$ cat config.mk
export PLATFORM = sky130hd
export DESIGN_NAME = scan_code_to_key_converter_top
export DESIGN_NICKNAME = d
export VERILOG_FILES = /design/src/hw/rtl/sc2k_pkg.sv /design/src/hw/rtl/scan_code_to_key_converter_top.sv /design/src/hw/rtl/sc2k_ram.sv /design/src/hw/rtl/sc2k_table_fill.sv /design/src/hw/rtl/sc2k_key_logic.sv
export SDC_FILE = /design/constraint.sdc
export NUM_CORES = 2
export LEC_CHECK = 0
export ABC_AREA = 1
export BUFFER_PORTS_ARGS = -buffer_cell sky130_fd_sc_hd__buf_2
export CORE_UTILIZATION = 57
export CTS_CLUSTER_SIZE = 10
export DETAILED_ROUTE_END_ITERATION = 12
export PLACE_DENSITY = 0.76
export SLEW_MARGIN = 30
export SYNTH_ARGS = -nofsm -noshare
export SYNTH_HDL_FRONTEND = slang
export SYNTH_HIERARCHICAL = 1
export SYNTH_SLANG_ARGS = --single-unit
$ cat constraint.sdc
create_clock -name clock -period 5.33 [get_ports clock]
set_input_delay 0.533 -clock clock [delete_from_list [all_inputs] [get_ports clock]]
set_output_delay 0.533 -clock clock [all_outputs]
set_load 0.01 [all_outputs]
$ cat src/hw/rtl/sc2k_pkg.sv
// Shared types, constants and key mapping tables for the scan code converter.
package sc2k_pkg;

   localparam int TABLE_SIZE = 89;
   localparam int TABLE_AW = 7;
   localparam int CODE_W = 8;
   localparam int ENTRY_W = 2 * CODE_W;
   localparam int SKIP_W = 3;
   localparam int PAUSE_SKIP_DEFAULT = 2;

   typedef logic [CODE_W-1:0] code_type;
   typedef logic [TABLE_AW-1:0] index_type;
   typedef logic [SKIP_W-1:0] skip_type;

   localparam code_type BYTE_PAUSE = 8'hE1;
   localparam code_type BYTE_PREFIX = 8'hE0;
   localparam code_type CODE_NONE = 8'h00;
   localparam code_type CODE_PAUSE = 8'hA0;
   localparam code_type CHAR_LOWER_A = 8'h61;
   localparam code_type CHAR_LOWER_Z = 8'h7A;

   localparam index_type IDX_LSHIFT = 7'd42;
   localparam index_type IDX_RSHIFT = 7'd54;
   localparam index_type IDX_CAPS = 7'd58;
   localparam index_type IDX_NUM = 7'd69;
   localparam index_type IDX_SCROLL = 7'd70;
   localparam index_type IDX_SYM_LO = 7'd2;
   localparam index_type IDX_SYM_HI = 7'd53;
   localparam index_type IDX_PAD_LO = 7'd71;
   localparam index_type IDX_PAD_HI = 7'd83;
   localparam index_type IDX_LAST = index_type'(TABLE_SIZE - 1);

   typedef struct packed {
      code_type shifted;
      code_type plain;
   } table_entry_type;

   typedef struct packed {
      logic en;
      index_type addr;
      table_entry_type data;
   } table_wr_type;

   typedef struct packed {
      logic valid;
      code_type scan_byte;
   } stage_type;

   localparam code_type PLAIN_CODE [TABLE_SIZE] = '{
      8'h00, 8'h1B, 8'h31, 8'h32, 8'h33, 8'h34, 8'h35, 8'h36, 8'h37, 8'h38,
      8'h39, 8'h30, 8'h2D, 8'h3D,
      8'h08, 8'h09, 8'h71, 8'h77, 8'h65, 8'h72, 8'h74, 8'h79, 8'h75, 8'h69,
      8'h6F, 8'h70, 8'h5B, 8'h5D,
      8'h0A, 8'h81, 8'h61, 8'h73, 8'h64, 8'h66, 8'h67, 8'h68, 8'h6A, 8'h6B,
      8'h6C, 8'h3B, 8'h27, 8'h60,
      8'h82, 8'h5C, 8'h7A, 8'h78, 8'h63, 8'h76, 8'h62, 8'h6E, 8'h6D, 8'h2C,
      8'h2E, 8'h2F,
      8'h83, 8'h2A, 8'h85, 8'h20, 8'h86,
      8'h87, 8'h88, 8'h89, 8'h8A, 8'h8B, 8'h8C, 8'h8D, 8'h8E, 8'h8F, 8'h90,
      8'h91, 8'h92,
      8'h93, 8'h94, 8'h95, 8'h2D, 8'h96, 8'h97, 8'h98, 8'h2B, 8'h99, 8'h9A,
      8'h9B, 8'h9C, 8'h9D,
      8'h00, 8'h00, 8'h00, 8'h9E, 8'h9F
   };

   localparam code_type SHIFTED_CODE [TABLE_SIZE] = '{
      8'h00, 8'h1B, 8'h21, 8'h40, 8'h23, 8'h24, 8'h25, 8'h5E, 8'h26, 8'h2A,
      8'h28, 8'h29, 8'h5F, 8'h2B,
      8'h08, 8'h09, 8'h51, 8'h57, 8'h45, 8'h52, 8'h54, 8'h59, 8'h55, 8'h49,
      8'h4F, 8'h50, 8'h7B, 8'h7D,
      8'h0A, 8'h81, 8'h41, 8'h53, 8'h44, 8'h46, 8'h47, 8'h48, 8'h4A, 8'h4B,
      8'h4C, 8'h3A, 8'h22, 8'h7E,
      8'h82, 8'h7C, 8'h5A, 8'h58, 8'h43, 8'h56, 8'h42, 8'h4E, 8'h4D, 8'h3C,
      8'h3E, 8'h3F,
      8'h83, 8'h2A, 8'h85, 8'h20, 8'h86,
      8'h87, 8'h88, 8'h89, 8'h8A, 8'h8B, 8'h8C, 8'h8D, 8'h8E, 8'h8F, 8'h90,
      8'h91, 8'h92,
      8'h37, 8'h38, 8'h39, 8'h2D, 8'h34, 8'h35, 8'h36, 8'h2B, 8'h31, 8'h32,
      8'h33, 8'h30, 8'h2E,
      8'h00, 8'h00, 8'h00, 8'h9E, 8'h9F
   };

endpackage

$ cat src/hw/rtl/scan_code_to_key_converter_top.sv
// Top level of the set-1 scan code to key code converter.
// Takes one scan byte per cycle, once the mapping table is loaded and while rsp_ready does not
// hold back the result, and turns it into at most one key result: a byte passes the registered
// read of the table RAM and then the result register before rsp_valid. After reset the block
// copies all 89 table entries into the RAM, one entry a cycle, and holds req_ready low until done.
// Prefix byte E0 and bytes skipped after a pause byte produce no result transaction.
module scan_code_to_key_converter_top #(
   parameter int PAUSE_SKIP = sc2k_pkg::PAUSE_SKIP_DEFAULT
) (
   input  logic       clock,
   input  logic       reset,
   input  logic       req_valid,
   output logic       req_ready,
   input  logic [7:0] req_scan_byte,
   output logic       rsp_valid,
   input  logic       rsp_ready,
   output logic [7:0] rsp_key_code,
   output logic       rsp_key_pressed,
   output logic       rsp_key_extended,
   output logic [7:0] rsp_raw_code
);
   import sc2k_pkg::*;

   table_wr_type tbl_wr;
   table_entry_type entry;
   stage_type stage_ff, stage_in;
   logic fill_done;
   logic stage_ready;
   logic accept;
   index_type rd_addr;

   sc2k_table_fill u_fill (
      .clock     (clock),
      .reset     (reset),
      .tbl_wr    (tbl_wr),
      .fill_done (fill_done)
   );

   // Out-of-range indices read entry zero; the lookup stage substitutes the none code.
   assign rd_addr = (req_scan_byte[TABLE_AW-1:0] <= IDX_LAST) ?
                    req_scan_byte[TABLE_AW-1:0] : '0;

   sc2k_ram #(
      .WIDTH (ENTRY_W),
      .DEPTH (TABLE_SIZE)
   ) u_table_ram (
      .clock   (clock),
      .wr_en   (tbl_wr.en),
      .wr_addr (tbl_wr.addr),
      .wr_data (tbl_wr.data),
      .rd_en   (accept),
      .rd_addr (rd_addr),
      .rd_data (entry)
   );

   // The RAM read data only holds while no new read is issued, so a byte is taken only
   // when the lookup stage is empty or its byte moves on in the same cycle.
   assign req_ready = fill_done && (!stage_ff.valid || stage_ready);
   assign accept = req_valid && req_ready;

   always_comb begin
      stage_in.valid = accept || (stage_ff.valid && !stage_ready);
      stage_in.scan_byte = accept ? req_scan_byte : stage_ff.scan_byte;
   end

   always_ff @(posedge clock) begin
      stage_ff.scan_byte <= stage_in.scan_byte;
      if (reset) begin
         stage_ff.valid <= 1'b0;
      end else begin
         stage_ff.valid <= stage_in.valid;
      end
   end

   sc2k_key_logic #(
      .PAUSE_SKIP (PAUSE_SKIP)
   ) u_key_logic (
      .clock            (clock),
      .reset            (reset),
      .stage            (stage_ff),
      .entry            (entry),
      .stage_ready      (stage_ready),
      .rsp_valid        (rsp_valid),
      .rsp_ready        (rsp_ready),
      .rsp_key_code     (rsp_key_code),
      .rsp_key_pressed  (rsp_key_pressed),
      .rsp_key_extended (rsp_key_extended),
      .rsp_raw_code     (rsp_raw_code)
   );

   a_stage_after_fill : assert property (@(posedge clock) disable iff (reset)
      stage_ff.valid |-> fill_done)
      else $error("lookup stage holds a byte before the table is loaded");

   a_result_from_stage : assert property (@(posedge clock) disable iff (reset)
      $rose(rsp_valid) |-> $past(stage_ff.valid))
      else $error("result appeared without a byte in the lookup stage");

   a_stage_holds : assert property (@(posedge clock) disable iff (reset)
      stage_ff.valid && !stage_ready |=> stage_ff.valid && $stable(stage_ff.scan_byte))
      else $error("stalled byte in the lookup stage was lost or changed");

endmodule

$ cat src/hw/rtl/sc2k_ram.sv
// Generic single-port-write, single-port-read RAM with registered read data.
module sc2k_ram #(
   parameter int WIDTH = 16,
   parameter int DEPTH = 128,
   localparam int ADDR_W = (DEPTH > 1) ? $clog2(DEPTH) : 1
) (
   input  logic              clock,
   input  logic              wr_en,
   input  logic [ADDR_W-1:0] wr_addr,
   input  logic [WIDTH-1:0]  wr_data,
   input  logic              rd_en,
   input  logic [ADDR_W-1:0] rd_addr,
   output logic [WIDTH-1:0]  rd_data
);

   logic [WIDTH-1:0] mem_ff [DEPTH];
   logic [WIDTH-1:0] rd_data_ff;

   always_ff @(posedge clock) begin
      if (wr_en) begin
         mem_ff[wr_addr] <= wr_data;
      end
      if (rd_en) begin
         rd_data_ff <= mem_ff[rd_addr];
      end
   end

   assign rd_data = rd_data_ff;

endmodule

$ cat src/hw/rtl/sc2k_table_fill.sv
// Sequencer that loads the key mapping table into the RAM after reset.
module sc2k_table_fill (
   input  logic                  clock,
   input  logic                  reset,
   output sc2k_pkg::table_wr_type tbl_wr,
   output logic                  fill_done
);
   import sc2k_pkg::*;

   index_type fill_ptr_ff, fill_ptr_in;
   logic fill_done_ff, fill_done_in;

   always_comb begin
      fill_ptr_in = fill_ptr_ff;
      fill_done_in = fill_done_ff;
      if (!fill_done_ff) begin
         if (fill_ptr_ff == IDX_LAST) begin
            fill_done_in = 1'b1;
         end else begin
            fill_ptr_in = fill_ptr_ff + index_type'(1);
         end
      end
   end

   always_ff @(posedge clock) begin
      if (reset) begin
         fill_ptr_ff <= '0;
         fill_done_ff <= 1'b0;
      end else begin
         fill_ptr_ff <= fill_ptr_in;
         fill_done_ff <= fill_done_in;
      end
   end

   assign tbl_wr.en = !fill_done_ff;
   assign tbl_wr.addr = fill_ptr_ff;
   assign tbl_wr.data.plain = PLAIN_CODE[fill_ptr_ff];
   assign tbl_wr.data.shifted = SHIFTED_CODE[fill_ptr_ff];
   assign fill_done = fill_done_ff;

endmodule

$ cat src/hw/rtl/sc2k_key_logic.sv
// Lookup stage: modifier and lock flags, prefix and skip handling, result register.
module sc2k_key_logic #(
   parameter int PAUSE_SKIP = sc2k_pkg::PAUSE_SKIP_DEFAULT
) (
   input  logic                     clock,
   input  logic                     reset,
   input  sc2k_pkg::stage_type      stage,
   input  sc2k_pkg::table_entry_type entry,
   output logic                     stage_ready,
   output logic                     rsp_valid,
   input  logic                     rsp_ready,
   output logic [7:0]               rsp_key_code,
   output logic                     rsp_key_pressed,
   output logic                     rsp_key_extended,
   output logic [7:0]               rsp_raw_code
);
   import sc2k_pkg::*;

   logic shift_ff, shift_in;
   logic caps_ff, caps_in;
   logic num_ff, num_in;
   logic scroll_ff, scroll_in;
   logic prefix_ff, prefix_in;
   skip_type skip_ff, skip_in;
   logic rsp_valid_ff, rsp_valid_in;
   code_type key_code_ff, key_code_in;
   logic pressed_ff, pressed_in;
   logic extended_ff, extended_in;
   code_type raw_ff, raw_in;

   index_type idx;
   logic down;
   logic in_table;
   logic is_letter;
   logic use_shifted;
   logic fire;

   assign stage_ready = !rsp_valid_ff || rsp_ready;
   assign fire = stage.valid && stage_ready;
   assign idx = stage.scan_byte[TABLE_AW-1:0];
   assign down = !stage.scan_byte[CODE_W-1];
   assign in_table = idx <= IDX_LAST;

   always_comb begin
      is_letter = in_table && (entry.plain inside {[CHAR_LOWER_A:CHAR_LOWER_Z]});
      if (is_letter) begin
         use_shifted = shift_ff ^ caps_ff;
      end else if (idx inside {[IDX_SYM_LO:IDX_SYM_HI]}) begin
         use_shifted = shift_ff;
      end else if (idx inside {[IDX_PAD_LO:IDX_PAD_HI]}) begin
         use_shifted = num_ff;
      end else begin
         use_shifted = 1'b0;
      end
   end

   always_comb begin
      shift_in = shift_ff;
      caps_in = caps_ff;
      num_in = num_ff;
      scroll_in = scroll_ff;
      prefix_in = prefix_ff;
      skip_in = skip_ff;
      rsp_valid_in = rsp_valid_ff && !rsp_ready;
      key_code_in = key_code_ff;
      pressed_in = pressed_ff;
      extended_in = extended_ff;
      raw_in = raw_ff;
      if (fire) begin
         if (skip_ff != '0) begin
            skip_in = skip_ff - skip_type'(1);
         end else if (stage.scan_byte == BYTE_PAUSE) begin
            skip_in = skip_type'(PAUSE_SKIP);
            rsp_valid_in = 1'b1;
            key_code_in = CODE_PAUSE;
            pressed_in = 1'b1;
            extended_in = 1'b0;
            raw_in = stage.scan_byte;
         end else if (stage.scan_byte == BYTE_PREFIX) begin
            prefix_in = 1'b1;
         end else begin
            rsp_valid_in = 1'b1;
            if (!in_table) begin
               key_code_in = CODE_NONE;
            end else if (use_shifted) begin
               key_code_in = entry.shifted;
            end else begin
               key_code_in = entry.plain;
            end
            pressed_in = down;
            extended_in = prefix_ff;
            raw_in = stage.scan_byte;
            prefix_in = 1'b0;
            if (idx == IDX_LSHIFT || idx == IDX_RSHIFT) begin
               shift_in = down;
            end else if (idx == IDX_CAPS && down) begin
               caps_in = !caps_ff;
            end else if (idx == IDX_NUM && down) begin
               num_in = !num_ff;
            end else if (idx == IDX_SCROLL && down) begin
               scroll_in = !scroll_ff;
            end
         end
      end
   end

   always_ff @(posedge clock) begin
      if (reset) begin
         shift_ff <= 1'b0;
         caps_ff <= 1'b0;
         num_ff <= 1'b0;
         scroll_ff <= 1'b0;
         prefix_ff <= 1'b0;
         skip_ff <= '0;
         rsp_valid_ff <= 1'b0;
      end else begin
         shift_ff <= shift_in;
         caps_ff <= caps_in;
         num_ff <= num_in;
         scroll_ff <= scroll_in;
         prefix_ff <= prefix_in;
         skip_ff <= skip_in;
         rsp_valid_ff <= rsp_valid_in;
      end
   end

   always_ff @(posedge clock) begin
      key_code_ff <= key_code_in;
      pressed_ff <= pressed_in;
      extended_ff <= extended_in;
      raw_ff <= raw_in;
   end

   assign rsp_valid = rsp_valid_ff;
   assign rsp_key_code = key_code_ff;
   assign rsp_key_pressed = pressed_ff;
   assign rsp_key_extended = extended_ff;
   assign rsp_raw_code = raw_ff;

endmodule
==> flow_summary_export.csv <==
group,metric,value,unit
final_layout,drive_gt1_share,8.03,%
detailed_routing,route.detailed.drc,0,
run_status,status,"complete, no violations",
final_layout,final_common_cell,"nand2_1",
setup_path,crit_top_cell,"nand2_1",
setup_path,slowest_delay,0.61,ns
floorplanning,die_h,332,um
power,fin_total_pwr,25.4,mW
floorplanning,initial_core_util,57.7,%
setup_path,cp_max_fo,152,
power,peakVddDrop,0.363,mV
global_routing,grt_pass1_vias,40700,
clock_tree,cts_max_level,4,
global_routing,grt_start_max_net_pins,153,
power,comb_power_share,9.3,%
global_routing,grt_pass1_wl,253000,um
power,p_leak,24.8,nW
setup_path,required,5.87,ns
worst_hold_path,min_from,"req_valid",
worst_hold_path,hold_path_depth,4,
sta,setup_viol,0,
logic_synthesis,syn_nets,5420,
place,post_dp_cell_area,63900,um2
setup_path,r2r_end,"u_table_ram/mem_ff[31][5]$_DFFE_PP_",
setup_path,slowest_stage,"clkinv_8",
setup_path,rrSetupSlack,1.74,ns
logic_synthesis,syn-mean-instance-area,11.5,um2
clock_tree,clockRootBuffer,"clkbuf_16",
detailed_routing,vias,43200,
place,hpwl,92800,um
place,place_ws,1.24,ns
final_layout,antenna_cells,0,
detailed_routing,vias_per_cell,6.31,
setup_path,start_kind,"input port",
sta,fin_setup_tns,0,ns
setup_path,r2r_start,"u_fill/fill_ptr_ff[2]$_SDFFE_PP0P_",
detailed_routing,first_iter_violations,7078,
sta,rsz0062_at_grt,"false",
sta,max_slew_margin,32.4,%
place,place_congestion,0.939,
sta,layout_min_cycle_time,4.31,ns
floorplanning,dieArea,110000,um2
setup_path,ff2ff_path_depth,5,
setup_path,critPathKind,"in -> reg",
worst_hold_path,hold_class,"in -> reg",
floorplanning,core.rowCount,120,
sta,hold_violations,0,
setup_path,cp_cell_sequence,"dlygate4sd3_1 > buf_2 > inv_1 > nor2_1 > nand2_1 > nand2_2 > nor2_4 > clkinv_8 > buf_12 > nand2_1 > nand3_1 > nand3_1 > nand3_1 > nand2_1 > nand2_1 > nand3_1 > nand2_1 > nand2_1 > nand2_1",
power,switching_share,24.2,%
floorplanning,die_w,332,um
detailed_routing,postRouteAntennaNets,0,
clock_tree,cts_buffers,166,
final_layout,final.fill_count,7755,
global_routing,grt_usage,30.6,%
logic_synthesis,yosysUniqueCellTypes,42,
final_layout,syn_to_final_growth,10.4,%
final_layout,finalNetCount,5461,
sta,slew_violations,0,
sta,min_period_over_period,80.9,%
setup_path,endpoint_kind,"flop",
sta,finalWorstSetupSlack,1.02,ns
setup_path,path_buf_inv,5,
detailed_routing,first_pass_iters,7,
power,p_clk_share,39.0,%
final_layout,fin_area,68500,um2
setup_path,cp_top_family,"simple AND/OR/NAND/NOR gates",
power,seqPwrFrac,51.7,%
detailed_routing,wl,170000,um
detailed_routing,post_drt_wl_per_cell,24.7,um
clock_tree,clkSlewWorstSetupHoldPaths,0.05,ns
sta,tightestPinTransition,1.01,ns
logic_synthesis,yosysWarnings,6,
sta,clock_skew,0.0336,ns
worst_hold_path,whs_endpoint,"stage_ff[8]$_SDFF_PP0_",
logic_synthesis,yosysSeqAreaShare,71.5,%
power,p_sw,6.14,mW
power,power.density,371,nW/um2
floorplanning,core_region_area,108000,um2
global_routing,antenna_found_initial,1,
sta,fmax,232,MHz
place,numPortBuffers,31,
logic_synthesis,syn_area,62000,um2
final_layout,layout_common_cells,"1647 x nand2_1, 1466 x edfxtp_1, 1040 x nand3_1",
logic_synthesis,synth_edf_count,1466,
clock_tree,cts_num_sinks,1483,
global_routing,grt_remaining_overflow,0,
setup_path,crit_arrival,4.85,ns
clock_tree,insertion_delay,0.79,ns
logic_synthesis,synthArstFlopShare,0,%
logic_synthesis,synth_ff_type,"edfxtp_1",
job,cap_violations,0,
power,internal_power,19.3,mW
clock_tree,post_cts_resized,0,
clock_tree,cts_tree,"yes",
clock_tree,clk_path_buf_depth,3,
logic_synthesis,synthesis.instances,5388,
logic_synthesis,ys_ff_latch,1483,
floorplanning,ios,32,
setup_path,path_depth,19,
==> through the flow <==
stage | hold slack [ns] | utilization [%] | std cells
2_1_floorplan | 0.435 | - | 5388
3_3_place_gp | 0.447 | 59.3 | 6651
3_5_place_dp | 0.461 | 59.4 | 6655
4_1_cts | 0.0188 | 63.6 | 6856
5_1_grt | 0.0666 | 63.7 | 6857
6_report | 0.0536 | 63.7 | 6857
==> area by class of cell <==
type / count / area, um2 / share of cell area (%)
Clock buffer: 178 / 4240 / 6.19
Timing Repair Buffer: 203 / 1850 / 2.71
Sequential cell: 1483 / 44400 / 64.8
Inverter: 100 / 407 / 0.594
Multi-Input combinational cell: 3475 / 15600 / 22.8
Clock inverter: 15 / 220 / 0.322
Tap cell: 1403 / 1760 / 2.56
==> cells by family after synthesis <==
group                    count (synthesis)  share of synthesized area [%]
flip-flops                            1483                           71.5
AND/OR/NAND/NOR                       3111                           21.1
AO/OA/AOI/OAI                          340                           3.19
adder cells (fa/ha/maj)                 20                          0.403
buffers and inverters                  430                           3.75
XOR/XNOR                                 4                         0.0565
==> routing by layer <==
metal | track usage (%) | share of wire, % | routed length (um) | vias up
li1 | - | - | - | 18900
met1 | 42.3 | 37 | 62300 | 20800
met2 | 47.0 | 46 | 77800 | 3125
met3 | 6.89 | 13 | 22500 | 414
met4 | 13.0 | 4.1 | 7010 | 0
met5 | 0 | 0 | 0 | -
==> how the worst max path moves through the flow <==
stage / start / to
6_report: req_scan_byte[3] / u_table_ram/rd_data[1]$_DFFE_PP_
5_1_grt: req_scan_byte[3] / u_table_ram/rd_data[1]$_DFFE_PP_
4_1_cts: req_scan_byte[3] / u_table_ram/rd_data[1]$_DFFE_PP_
3_5_place_dp: req_scan_byte[3] / u_table_ram/rd_data[1]$_DFFE_PP_
3_3_place_gp: req_scan_byte[2] / u_table_ram/rd_data[1]$_DFFE_PP_
2_1_floorplan: u_fill/fill_ptr_ff[0]$_SDFFE_PP0P_ / u_table_ram/mem_ff[0][14]$_DFFE_PP_
==> power groups by stage <==
| stage | logic (mW) | clock network (mW) | registers (mW) |
|---|---|---|---|
| after global routing | 2.53 | 10.4 | 13.1 |
| final | 2.37 | 9.89 | 13.1 |
| after floorplan | 1.40 | 0 | 13.4 |
| after CTS | 2.30 | 9.96 | 13.1 |
| after global placement | 2.23 | 0 | 13.4 |
| after detailed placement | 2.29 | 0 | 13.4 |
==> sequential cells by signal, indices dropped and copies added (netlist names) <==
name                          flops
u_key_logic/prefix_ff             1
stage_ff                          9
u_key_logic/rsp_key_extended      1
u_key_logic/rsp_valid             1
u_fill/fill_done                  1
u_table_ram/mem_ff             1424
u_key_logic/rsp_key_code          8
u_key_logic/rsp_key_pressed       1
u_fill/fill_ptr_ff                7
u_table_ram/rd_data              16
u_key_logic/caps_ff               1
u_key_logic/shift_ff              1
u_key_logic/num_ff                1
u_key_logic/skip_ff               3
u_key_logic/rsp_raw_code          8
==> synthesized netlist by cell type (3+ instances only) <==
master       n  area [um2]
nand2_1   1660        6230
edfxtp_1  1466       44000
nand3_1   1040        5200
nor2_1     368        1380
o21ai_0    156         781
buf_2      131         656
inv_1       89         334
a21oi_1     62         310
clkbuf_1    58         218
buf_4       52         390
buf_6       45         507
buf_1       43         161
o211ai_1    40         300
o21ai_1     32         160
ha_1        20         250
o221ai_1    19         166
nor3_1      18        90.1
dfxtp_1     17         340
inv_2       10        37.5
a32oi_1      7        61.3
nand4_1      6        37.5
nor2_2       6        37.5
o21bai_1     6        45.0
a22oi_1      4        30.0
nand2_2      4        25.0
xor2_1       4        35.0
o22ai_1      3        18.8
o31ai_1      3        22.5
==> worst min-delay path, delay by kind of cell <==
family	cells	cell delay, ns
and+or+nand+nor	1	0.05
AOI/OAI and AO/OA	1	0.10
buffers and inverters	2	0.13
==> timing repair <==
action / 4_1_cts / 5_1_grt
hold buffers: 8 / 0
endpoints found under the setup margin: 0 / 0
setup buffers: 0 / 0
hold endpoints to repair: 8 / 0
Note: power is estimated with default switching activity, not from simulation.
